<file path="config.mk">
export PLATFORM = sky130hd
export DESIGN_NAME = best_fit_segment_allocator
export DESIGN_NICKNAME = d
export VERILOG_FILES = /design/src/sv/bfsa_pkg.sv /design/src/sv/bfsa_seg_ram.sv /design/src/sv/best_fit_segment_allocator.sv
export SDC_FILE = /design/constraint.sdc
export NUM_CORES = 2
export LEC_CHECK = 0
export ABC_AREA = 0
export BUFFER_PORTS_ARGS = -buffer_cell sky130_fd_sc_hd__buf_2
export CELL_PAD_IN_SITES_DETAIL_PLACEMENT = 1
export CELL_PAD_IN_SITES_GLOBAL_PLACEMENT = 2
export CORE_MARGIN = 2
export CORE_UTILIZATION = 46
export DETAILED_ROUTE_END_ITERATION = 16
export GPL_TIMING_DRIVEN = 0
export PLACE_DENSITY = 0.81
export SLEW_MARGIN = 25
export SYNTH_ARGS = -nofsm -noshare
export SYNTH_HDL_FRONTEND = slang
export SYNTH_SLANG_ARGS = --single-unit
</file>
<file path="constraint.sdc">
create_clock -name i_clk -period 10.5 [get_ports i_clk]
set_clock_uncertainty 0.15 [all_clocks]
set_input_delay 1.575 -clock i_clk [delete_from_list [all_inputs] [get_ports i_clk]]
set_output_delay 1.575 -clock i_clk [all_outputs]
set_load 0.1 [all_outputs]
</file>
<file path="src/sv/bfsa_pkg.sv">
// shared constants for the segment allocator
package bfsa_pkg;
    localparam int unsigned ADDR_W  = 13;
    localparam int unsigned START_W = 12;
    localparam int unsigned OWNER_W = 8;

    localparam logic [1:0] ST_ALLOC    = 2'd0;
    localparam logic [1:0] ST_NOROOM   = 2'd1;
    localparam logic [1:0] ST_FREED    = 2'd2;
    localparam logic [1:0] ST_NOTFOUND = 2'd3;

    localparam logic CMD_ALLOC = 1'b0;
    localparam logic CMD_FREE  = 1'b1;

    localparam logic [ADDR_W-1:0] LIMIT_RESET = 13'd2048;
endpackage

</file>
<file path="src/sv/bfsa_seg_ram.sv">
// segment table memory, one write and one registered read port
module bfsa_seg_ram #(
    parameter int unsigned DEPTH = 32,
    parameter int unsigned WIDTH = 35
) (
    input  logic                     i_clk,
    input  logic                     i_we,
    input  logic [$clog2(DEPTH)-1:0] i_waddr,
    input  logic [WIDTH-1:0]         i_wdata,
    input  logic                     i_re,
    input  logic [$clog2(DEPTH)-1:0] i_raddr,
    output logic [WIDTH-1:0]         o_rdata
);
    logic [WIDTH-1:0] r_mem [DEPTH];
    logic [WIDTH-1:0] r_rdata;

    always_ff @(posedge i_clk) begin
        if (i_we) begin
            r_mem[i_waddr] <= i_wdata;
        end
        if (i_re) begin
            r_rdata <= r_mem[i_raddr];
        end
    end

    assign o_rdata = r_rdata;
endmodule

</file>
<file path="src/sv/best_fit_segment_allocator.sv">
// best-fit segment allocator top level
// Usage:
//   requests enter on the slave stream: tuser is the command (0 allocate,
//   1 free), tdata holds owner_id and request_size. One result per request
//   leaves on the master stream: tuser is the status, tdata the segment start.
//   The limit register is written through i_cfg_wr_en / i_cfg_wr_data; the user must
//   do so only while idle, the block itself does not enforce it.
// Operation (one request at a time):
//   allocate scans the table, or shifts it up for the front gap. Free scans
//   up to the owner's position, then moves entries down after a merge, and
//   scans the whole table when the owner is missing. Allocate of size zero,
//   or any request to an empty table, finishes without a table scan.
// Reset:
//   synchronous reset empties the table (count zero), sets the limit to 2048
//   and drops any pending result; no clearing pass is needed.
// Stall:
//   a finished result waits in the output register; a following request is
//   accepted meanwhile and its result is held until the first one transfers.
module best_fit_segment_allocator #(
    parameter int unsigned MAX_SEGMENTS = 32,
    parameter int unsigned OWNER_BITS   = 8
) (
    input  logic        i_clk,
    input  logic        i_rst_n,
    input  logic        i_s_tvalid,
    output logic        o_s_tready,
    input  logic [23:0] i_s_tdata,   // owner_id [7:0], request_size [20:8], zero [23:21]
    input  logic        i_s_tuser,   // command
    output logic        o_m_tvalid,
    input  logic        i_m_tready,
    output logic [15:0] o_m_tdata,   // segment_start [11:0], zero [15:12]
    output logic [1:0]  o_m_tuser,   // status
    input  logic        i_cfg_wr_en,
    input  logic [12:0] i_cfg_wr_data
);
    localparam int unsigned AW = $clog2(MAX_SEGMENTS);
    localparam int unsigned CW = $clog2(MAX_SEGMENTS + 1);
    localparam int unsigned DW = bfsa_pkg::ADDR_W;
    localparam int unsigned EW = 2 * DW + OWNER_BITS + 1;

    localparam logic [3:0] S_IDLE    = 4'd0;
    localparam logic [3:0] S_RD0     = 4'd1;
    localparam logic [3:0] S_ACHK    = 4'd2;
    localparam logic [3:0] S_AFIN    = 4'd3;
    localparam logic [3:0] S_SHUP    = 4'd4;
    localparam logic [3:0] S_INS0    = 4'd5;
    localparam logic [3:0] S_FCHK    = 4'd6;
    localparam logic [3:0] S_FNXT    = 4'd7;
    localparam logic [3:0] S_FMRG    = 4'd8;
    localparam logic [3:0] S_SHDN    = 4'd9;
    localparam logic [3:0] S_DONE    = 4'd10;

    logic [3:0]            r_state, n_state;
    logic [DW-1:0]         r_limit;
    logic                  r_cmd;
    logic [OWNER_BITS-1:0] r_owner;
    logic [DW-1:0]         r_size;
    logic [CW-1:0]         r_count, n_count;
    logic [AW-1:0]         r_idx, n_idx;
    logic                  r_found, n_found;
    logic [AW-1:0]         r_best_idx, n_best_idx;
    logic [DW-1:0]         r_best_start, n_best_start;
    logic [DW-1:0]         r_best_end, n_best_end;
    logic [DW-1:0]         r_best_slack, n_best_slack;
    logic [DW-1:0]         r_tail, n_tail;
    logic                  r_prv_hole, n_prv_hole;
    logic [DW-1:0]         r_prv_start, n_prv_start;
    logic [DW-1:0]         r_cur_start, n_cur_start;
    logic [DW-1:0]         r_cur_end, n_cur_end;
    logic                  r_nxt_hole, n_nxt_hole;
    logic [DW-1:0]         r_nxt_end, n_nxt_end;
    logic [AW-1:0]         r_hit, n_hit;
    logic [AW-1:0]         r_src, n_src;
    logic [1:0]            r_dist, n_dist;
    logic [1:0]            r_res_status, n_res_status;
    logic [DW-1:0]         r_res_start, n_res_start;
    logic                  r_out_valid;
    logic [1:0]            r_out_status;
    logic [DW-1:0]         r_out_start;

    logic                  w_we, w_re;
    logic [AW-1:0]         w_waddr, w_raddr;
    logic [EW-1:0]         w_wdata, w_rdata;
    logic [DW-1:0]         w_rd_start, w_rd_end, w_len;
    logic [OWNER_BITS-1:0] w_rd_owner, w_in_owner;
    logic [OWNER_BITS+7:0] w_own_ext;
    logic                  w_rd_hole, w_room, w_last, w_fit;
    logic [DW:0]           w_app_end;
    logic [AW-1:0]         w_lo, w_hi;
    logic [DW-1:0]         w_mstart, w_mend;
    logic                  w_in_acc;

    assign w_own_ext  = {{OWNER_BITS{1'b0}}, i_s_tdata[7:0]};
    assign w_in_owner = w_own_ext[OWNER_BITS-1:0];
    assign w_rd_start = w_rdata[DW-1:0];
    assign w_rd_end   = w_rdata[2*DW-1:DW];
    assign w_rd_owner = w_rdata[2*DW+OWNER_BITS-1:2*DW];
    assign w_rd_hole  = w_rdata[EW-1];
    assign w_len      = w_rd_end - w_rd_start;
    assign w_room     = r_count < CW'(MAX_SEGMENTS);
    assign w_last     = CW'(r_idx) == r_count - CW'(1);
    assign w_fit      = w_rd_hole && (w_len >= r_size)
                        && (!r_found || ((w_len - r_size) < r_best_slack));
    assign w_app_end  = {1'b0, r_tail} + {1'b0, r_size};
    assign w_lo       = r_prv_hole ? r_hit - AW'(1) : r_hit;
    assign w_hi       = r_nxt_hole ? r_hit + AW'(1) : r_hit;
    assign w_mstart   = r_prv_hole ? r_prv_start : r_cur_start;
    assign w_mend     = r_nxt_hole ? r_nxt_end : r_cur_end;
    assign w_in_acc   = i_s_tvalid && (r_state == S_IDLE);

    bfsa_seg_ram #(
        .DEPTH (MAX_SEGMENTS),
        .WIDTH (EW)
    ) u_ram (
        .i_clk   (i_clk),
        .i_we    (w_we),
        .i_waddr (w_waddr),
        .i_wdata (w_wdata),
        .i_re    (w_re),
        .i_raddr (w_raddr),
        .o_rdata (w_rdata)
    );

    always_comb begin
        n_state      = r_state;
        n_count      = r_count;
        n_idx        = r_idx;
        n_found      = r_found;
        n_best_idx   = r_best_idx;
        n_best_start = r_best_start;
        n_best_end   = r_best_end;
        n_best_slack = r_best_slack;
        n_tail       = r_tail;
        n_prv_hole   = r_prv_hole;
        n_prv_start  = r_prv_start;
        n_cur_start  = r_cur_start;
        n_cur_end    = r_cur_end;
        n_nxt_hole   = r_nxt_hole;
        n_nxt_end    = r_nxt_end;
        n_hit        = r_hit;
        n_src        = r_src;
        n_dist       = r_dist;
        n_res_status = r_res_status;
        n_res_start  = r_res_start;
        w_we         = 1'b0;
        w_waddr      = '0;
        w_wdata      = '0;
        w_re         = 1'b0;
        w_raddr      = '0;
        case (r_state)
            S_IDLE: begin
                n_found     = 1'b0;
                n_prv_hole  = 1'b0;
                n_idx       = '0;
                n_res_start = '0;
                if (w_in_acc) begin
                    if (i_s_tuser == bfsa_pkg::CMD_ALLOC) begin
                        if (i_s_tdata[20:8] == '0) begin
                            n_res_status = bfsa_pkg::ST_NOROOM;
                            n_state      = S_DONE;
                        end else if (r_count == '0) begin
                            w_we         = 1'b1;
                            w_wdata      = {1'b0, w_in_owner, i_s_tdata[20:8], {DW{1'b0}}};
                            n_count      = CW'(1);
                            n_res_status = bfsa_pkg::ST_ALLOC;
                            n_state      = S_DONE;
                        end else begin
                            w_re    = 1'b1;
                            n_state = S_RD0;
                        end
                    end else begin
                        if (r_count == '0) begin
                            n_res_status = bfsa_pkg::ST_NOTFOUND;
                            n_state      = S_DONE;
                        end else begin
                            w_re    = 1'b1;
                            n_state = S_FCHK;
                        end
                    end
                end
            end
            S_RD0: begin
                if (w_room && (w_rd_start != '0) && (r_size <= w_rd_start)) begin
                    n_best_end = w_rd_start;
                    w_re       = 1'b1;
                    w_raddr    = AW'(r_count - CW'(1));
                    n_src      = AW'(r_count - CW'(1));
                    n_state    = S_SHUP;
                end else begin
                    n_state = S_ACHK;
                end
            end
            S_ACHK: begin
                if (w_fit) begin
                    n_found      = 1'b1;
                    n_best_idx   = r_idx;
                    n_best_start = w_rd_start;
                    n_best_end   = w_rd_end;
                    n_best_slack = w_len - r_size;
                end
                if (w_last) begin
                    n_tail  = w_rd_end;
                    n_state = S_AFIN;
                end else begin
                    w_re    = 1'b1;
                    w_raddr = r_idx + AW'(1);
                    n_idx   = r_idx + AW'(1);
                end
            end
            S_AFIN: begin
                n_state = S_DONE;
                if (r_found) begin
                    w_we         = 1'b1;
                    w_waddr      = r_best_idx;
                    w_wdata      = {1'b0, r_owner, r_best_end, r_best_start};
                    n_res_status = bfsa_pkg::ST_ALLOC;
                    n_res_start  = r_best_start;
                end else if (w_room && (w_app_end <= {1'b0, r_limit})) begin
                    w_we         = 1'b1;
                    w_waddr      = AW'(r_count);
                    w_wdata      = {1'b0, r_owner, w_app_end[DW-1:0], r_tail};
                    n_count      = r_count + CW'(1);
                    n_res_status = bfsa_pkg::ST_ALLOC;
                    n_res_start  = r_tail;
                end else begin
                    n_res_status = bfsa_pkg::ST_NOROOM;
                end
            end
            S_SHUP: begin
                w_we    = 1'b1;
                w_waddr = r_src + AW'(1);
                w_wdata = w_rdata;
                if (r_src == '0) begin
                    n_state = S_INS0;
                end else begin
                    w_re    = 1'b1;
                    w_raddr = r_src - AW'(1);
                    n_src   = r_src - AW'(1);
                end
            end
            S_INS0: begin
                w_we         = 1'b1;
                w_wdata      = {1'b0, r_owner, r_best_end, {DW{1'b0}}};
                n_count      = r_count + CW'(1);
                n_res_status = bfsa_pkg::ST_ALLOC;
                n_state      = S_DONE;
            end
            S_FCHK: begin
                if (!w_rd_hole && (w_rd_owner == r_owner)) begin
                    n_hit       = r_idx;
                    n_cur_start = w_rd_start;
                    n_cur_end   = w_rd_end;
                    n_nxt_hole  = 1'b0;
                    if (w_last) begin
                        n_state = S_FMRG;
                    end else begin
                        w_re    = 1'b1;
                        w_raddr = r_idx + AW'(1);
                        n_state = S_FNXT;
                    end
                end else begin
                    n_prv_hole  = w_rd_hole;
                    n_prv_start = w_rd_start;
                    if (w_last) begin
                        n_res_status = bfsa_pkg::ST_NOTFOUND;
                        n_state      = S_DONE;
                    end else begin
                        w_re    = 1'b1;
                        w_raddr = r_idx + AW'(1);
                        n_idx   = r_idx + AW'(1);
                    end
                end
            end
            S_FNXT: begin
                n_nxt_hole = w_rd_hole;
                n_nxt_end  = w_rd_end;
                n_state    = S_FMRG;
            end
            S_FMRG: begin
                n_res_status = bfsa_pkg::ST_FREED;
                n_src        = w_hi + AW'(1);
                if (CW'(w_hi) == r_count - CW'(1)) begin
                    n_count = CW'(w_lo);
                    n_state = S_DONE;
                end else if (w_lo == '0) begin
                    n_dist  = 2'(w_hi + AW'(1));
                    w_re    = 1'b1;
                    w_raddr = w_hi + AW'(1);
                    n_state = S_SHDN;
                end else begin
                    w_we    = 1'b1;
                    w_waddr = w_lo;
                    w_wdata = {1'b1, {OWNER_BITS{1'b0}}, w_mend, w_mstart};
                    n_dist  = 2'(w_hi - w_lo);
                    if (w_hi == w_lo) begin
                        n_state = S_DONE;
                    end else begin
                        w_re    = 1'b1;
                        w_raddr = w_hi + AW'(1);
                        n_state = S_SHDN;
                    end
                end
            end
            S_SHDN: begin
                w_we    = 1'b1;
                w_waddr = r_src - AW'(r_dist);
                w_wdata = w_rdata;
                if (CW'(r_src) == r_count - CW'(1)) begin
                    n_count = r_count - CW'(r_dist);
                    n_state = S_DONE;
                end else begin
                    w_re    = 1'b1;
                    w_raddr = r_src + AW'(1);
                    n_src   = r_src + AW'(1);
                end
            end
            S_DONE: begin
                if (!r_out_valid || i_m_tready) begin
                    n_state = S_IDLE;
                end
            end
            default: begin
                n_state = S_IDLE;
            end
        endcase
    end

    always_ff @(posedge i_clk) begin
        if (!i_rst_n) begin
            r_state     <= S_IDLE;
            r_count     <= '0;
            r_limit     <= bfsa_pkg::LIMIT_RESET;
            r_out_valid <= 1'b0;
        end else begin
            r_state <= n_state;
            r_count <= n_count;
            if (i_cfg_wr_en) begin
                r_limit <= i_cfg_wr_data;
            end
            if (r_state == S_DONE && (!r_out_valid || i_m_tready)) begin
                r_out_valid <= 1'b1;
            end else if (i_m_tready) begin
                r_out_valid <= 1'b0;
            end
        end
    end

    always_ff @(posedge i_clk) begin
        if (w_in_acc) begin
            r_cmd   <= i_s_tuser;
            r_owner <= w_in_owner;
            r_size  <= i_s_tdata[20:8];
        end
        if (r_state == S_DONE && (!r_out_valid || i_m_tready)) begin
            r_out_status <= r_res_status;
            r_out_start  <= (r_cmd == bfsa_pkg::CMD_ALLOC) ? r_res_start : '0;
        end
        r_idx        <= n_idx;
        r_found      <= n_found;
        r_best_idx   <= n_best_idx;
        r_best_start <= n_best_start;
        r_best_end   <= n_best_end;
        r_best_slack <= n_best_slack;
        r_tail       <= n_tail;
        r_prv_hole   <= n_prv_hole;
        r_prv_start  <= n_prv_start;
        r_cur_start  <= n_cur_start;
        r_cur_end    <= n_cur_end;
        r_nxt_hole   <= n_nxt_hole;
        r_nxt_end    <= n_nxt_end;
        r_hit        <= n_hit;
        r_src        <= n_src;
        r_dist       <= n_dist;
        r_res_status <= n_res_status;
        r_res_start  <= n_res_start;
    end

    assign o_s_tready = r_state == S_IDLE;
    assign o_m_tvalid = r_out_valid;
    assign o_m_tuser  = r_out_status;
    assign o_m_tdata  = {4'b0000, r_out_start[bfsa_pkg::START_W-1:0]};
endmodule

</file>
==> metrics <==
share of cells above drive strength 1=15.2%; Worst Tran Pin Value=1.21 ns; Nets=4938; core area=0.125 mm2; DR pass1 iterations=6; synthesized flop and latch total=1358; CTS tree=yes; prevailing post-synth register cell=edfxtp_1; CP Class=flop to flop; Hold Buf Count CTS=0; worst path required time=10.84 ns; setup bufs post-CTS=0; max-cap violations=0; Sink Count=1358; Rel. slew slack=19.1%; Biggest register=u_ram.r_mem; hold_ws=0.289 ns; root buffer cell=clkbuf_16; distinct cell type count after synthesis=87; initial DRC count=4860; io pins=63; Vias=41726; post-synthesis average cell area=13.4 um2; critical path arrival=8.21 ns; hold depth=0; synthesized cell area=0.0579 mm2; Setup violations, final=0; area grow syn2layout=17.8%; first-pass GRT wire length=304 mm; startpoint types=flop; Die Width=359 um; min cycle time layout=7.87 ns; fin cells=6562; largest net degree at the start of global routing=33; HPWL Detailed=155 mm; clock buffer depth=3; number of remaining DRC errors=0; fillers=12346; Resize count post-CTS=0; Register-to-Register Path Depth=26; clk slew on worst S/H paths=0.06 ns; wire per inst=32.3 um; initial core utilization=46.3%; fin worst setup slack=2.63 ns; asr flop ratio synth=0%; max FFs per register=1120; Post-Syn Instances=4330; Final GP Congestion=0.912; Critical Path Fanout Max=10; unrepaired setup endpoints after global routing=no; Avg Vias per Cell=6.36; Worst R2R End=u_ram.r_mem[23][29]$_DFFE_PP_; initial antenna violation count=8; gr ovfl total=0; DP Cell Count=6297; Port-buffer cells=54; register area share after synthesis=70.0%; Post-synth EDFFs=1334; met2 usage=52.4%; period utilisation layout=75.0%; H-tree levels=4; status=completed; Final Hold Viols=0; CTS Buf Count=147; num rows=130; CP Capture Type=flop; Die Ht=359 um; Worst-Skew Late Latency=0.79 ns; Synth warnings=0; busiest grt layer=met2; worst hold path endpoint=o_m_tuser[0]$_DFFE_PP_; M3 GR Usage=5.85%; GR Layer Usage met1=41.9%; WL final=212 mm; reg2reg setup slack=2.63 ns; number of global-route vias before repair=42944; hold crit path type=flop to flop; f_max=127 MHz; hold path startpoint=r_res_status[0]$_DFFE_PP_; Reg-to-Reg Start=r_size[0]$_DFFE_PP_; ANT nets after route=0; Tot GR Track Use=32.6%; die area=0.129 mm2; post-place setup slack=2.69 ns; max-slew violation count=0
[cell type report]
type                    count  area (um2)  share of cell area (%)
clock buffers             185        3910                    5.72
repair buffers            315        2660                    3.90
clock inverters            74         709                    1.04
well taps                1650        2060                    3.03
multi-input cells        2570       16700                    24.4
inverters                 105         394                   0.578
plain buffers             300        1310                    1.92
flip-flops and latches   1358       40500                    59.4
diodes                      5        12.5                  0.0183
[routing by layer]
metal  vias to the layer above  part of all wire (%)
met5                         -                0.0075
met4                         2                   6.3
met3                       506                   8.7
met2                      2199                    47
met1                     21346                    38
li1                      17673                     -
[cell usage in the layout, fill, tap and decap left out, types with 65 or more instances in the layout]
master	instances
a211oi_1	203
a21oi_1	237
a311oi_1	99
a31oi_1	112
and3_1	177
buf_2	282
buf_4	65
clkbuf_1	216
clkbuf_16	151
edfxtp_1	1334
ha_1	93
inv_1	102
nand2_1	651
nand3_1	223
nor2_1	103
o21ai_0	69
[synthesized netlist by cell type, types with 49 or more instances]
cell          n  area, um2
a2111oi_0    61        534
a211oi_1    203       1520
a21oi_1     237       1190
a311oi_1    100        876
a31oi_1     114        713
and3_1      177       1110
buf_2        78        390
clkbuf_1    187        702
edfxtp_1   1334      40100
ha_1         93       1160
inv_1       104        390
mux2i_1      49        490
nand2_1     652       2450
nand3_1     223       1120
nor2_1      113        424
o21ai_0      77        385
xnor2_1      51        447
[cells by family after synthesis]
kind of cell             synth area share [%]
buffers and inverters                    2.93
AO/OA/AOI/OAI                            11.8
other                                 0.00647
AND/OR/NAND/NOR                          10.8
adder cells (fa/ha/maj)                  2.18
multiplexers                            0.905
flip-flops                               70.0
XOR/XNOR                                 1.32
[worst max-delay path, stage by stage, from the launching register on]
cell and delay (ns):
edfxtp_1 0.45, ha_1 0.27, fa_1 0.41, a21o_1 0.18, a21oi_1 0.23, o21bai_1 0.14, a21oi_1 0.26, o21bai_1 0.15
a211oi_1 0.26, o21bai_1 0.12, a21oi_1 0.18, xnor2_1 0.16, ha_1 0.34, nand3_1 0.09, nor4_1 0.34, o21bai_1 0.16
o41a_1 0.22, nor2_1 0.59, a31oi_2 0.45, clkbuf_1 0.40, nor4_2 0.58, buf_2 0.29, buf_4 0.20, buf_2 0.23
buf_2 0.24, buf_2 0.25, buf_2 0.21
[worst max path at each step]
stage	from	to	slack [ns]	cells after the start
floorplan	r_size[1]$_DFFE_PP_	u_ram.r_mem[17][0]$_DFFE_PP_	2.23	21
global placement	r_tail[1]$_DFFE_PP_	u_ram.r_mem[13][20]$_DFFE_PP_	-3.30	20
detailed placement	r_tail[1]$_DFFE_PP_	u_ram.r_mem[23][29]$_DFFE_PP_	2.69	27
CTS	r_tail[1]$_DFFE_PP_	u_ram.r_mem[18][31]$_DFFE_PP_	2.64	26
global route	r_size[0]$_DFFE_PP_	u_ram.r_mem[23][29]$_DFFE_PP_	2.14	26
finish	r_size[0]$_DFFE_PP_	u_ram.r_mem[23][29]$_DFFE_PP_	2.63	26
[metrics by stage]
stage	setup TNS (ns)	utilization (%)	cell area (um2)
floorplan	0	-	57900
global placement	-2024.49	48.1	60300
detailed placement	0	50.7	63600
CTS	0	54.4	68200
global route	0	54.5	68200
finish	0	54.5	68200
Power is left out: the tool's default activity adds up to more than one toggle a clock period on the data nets, which glitch-free logic cannot reach.
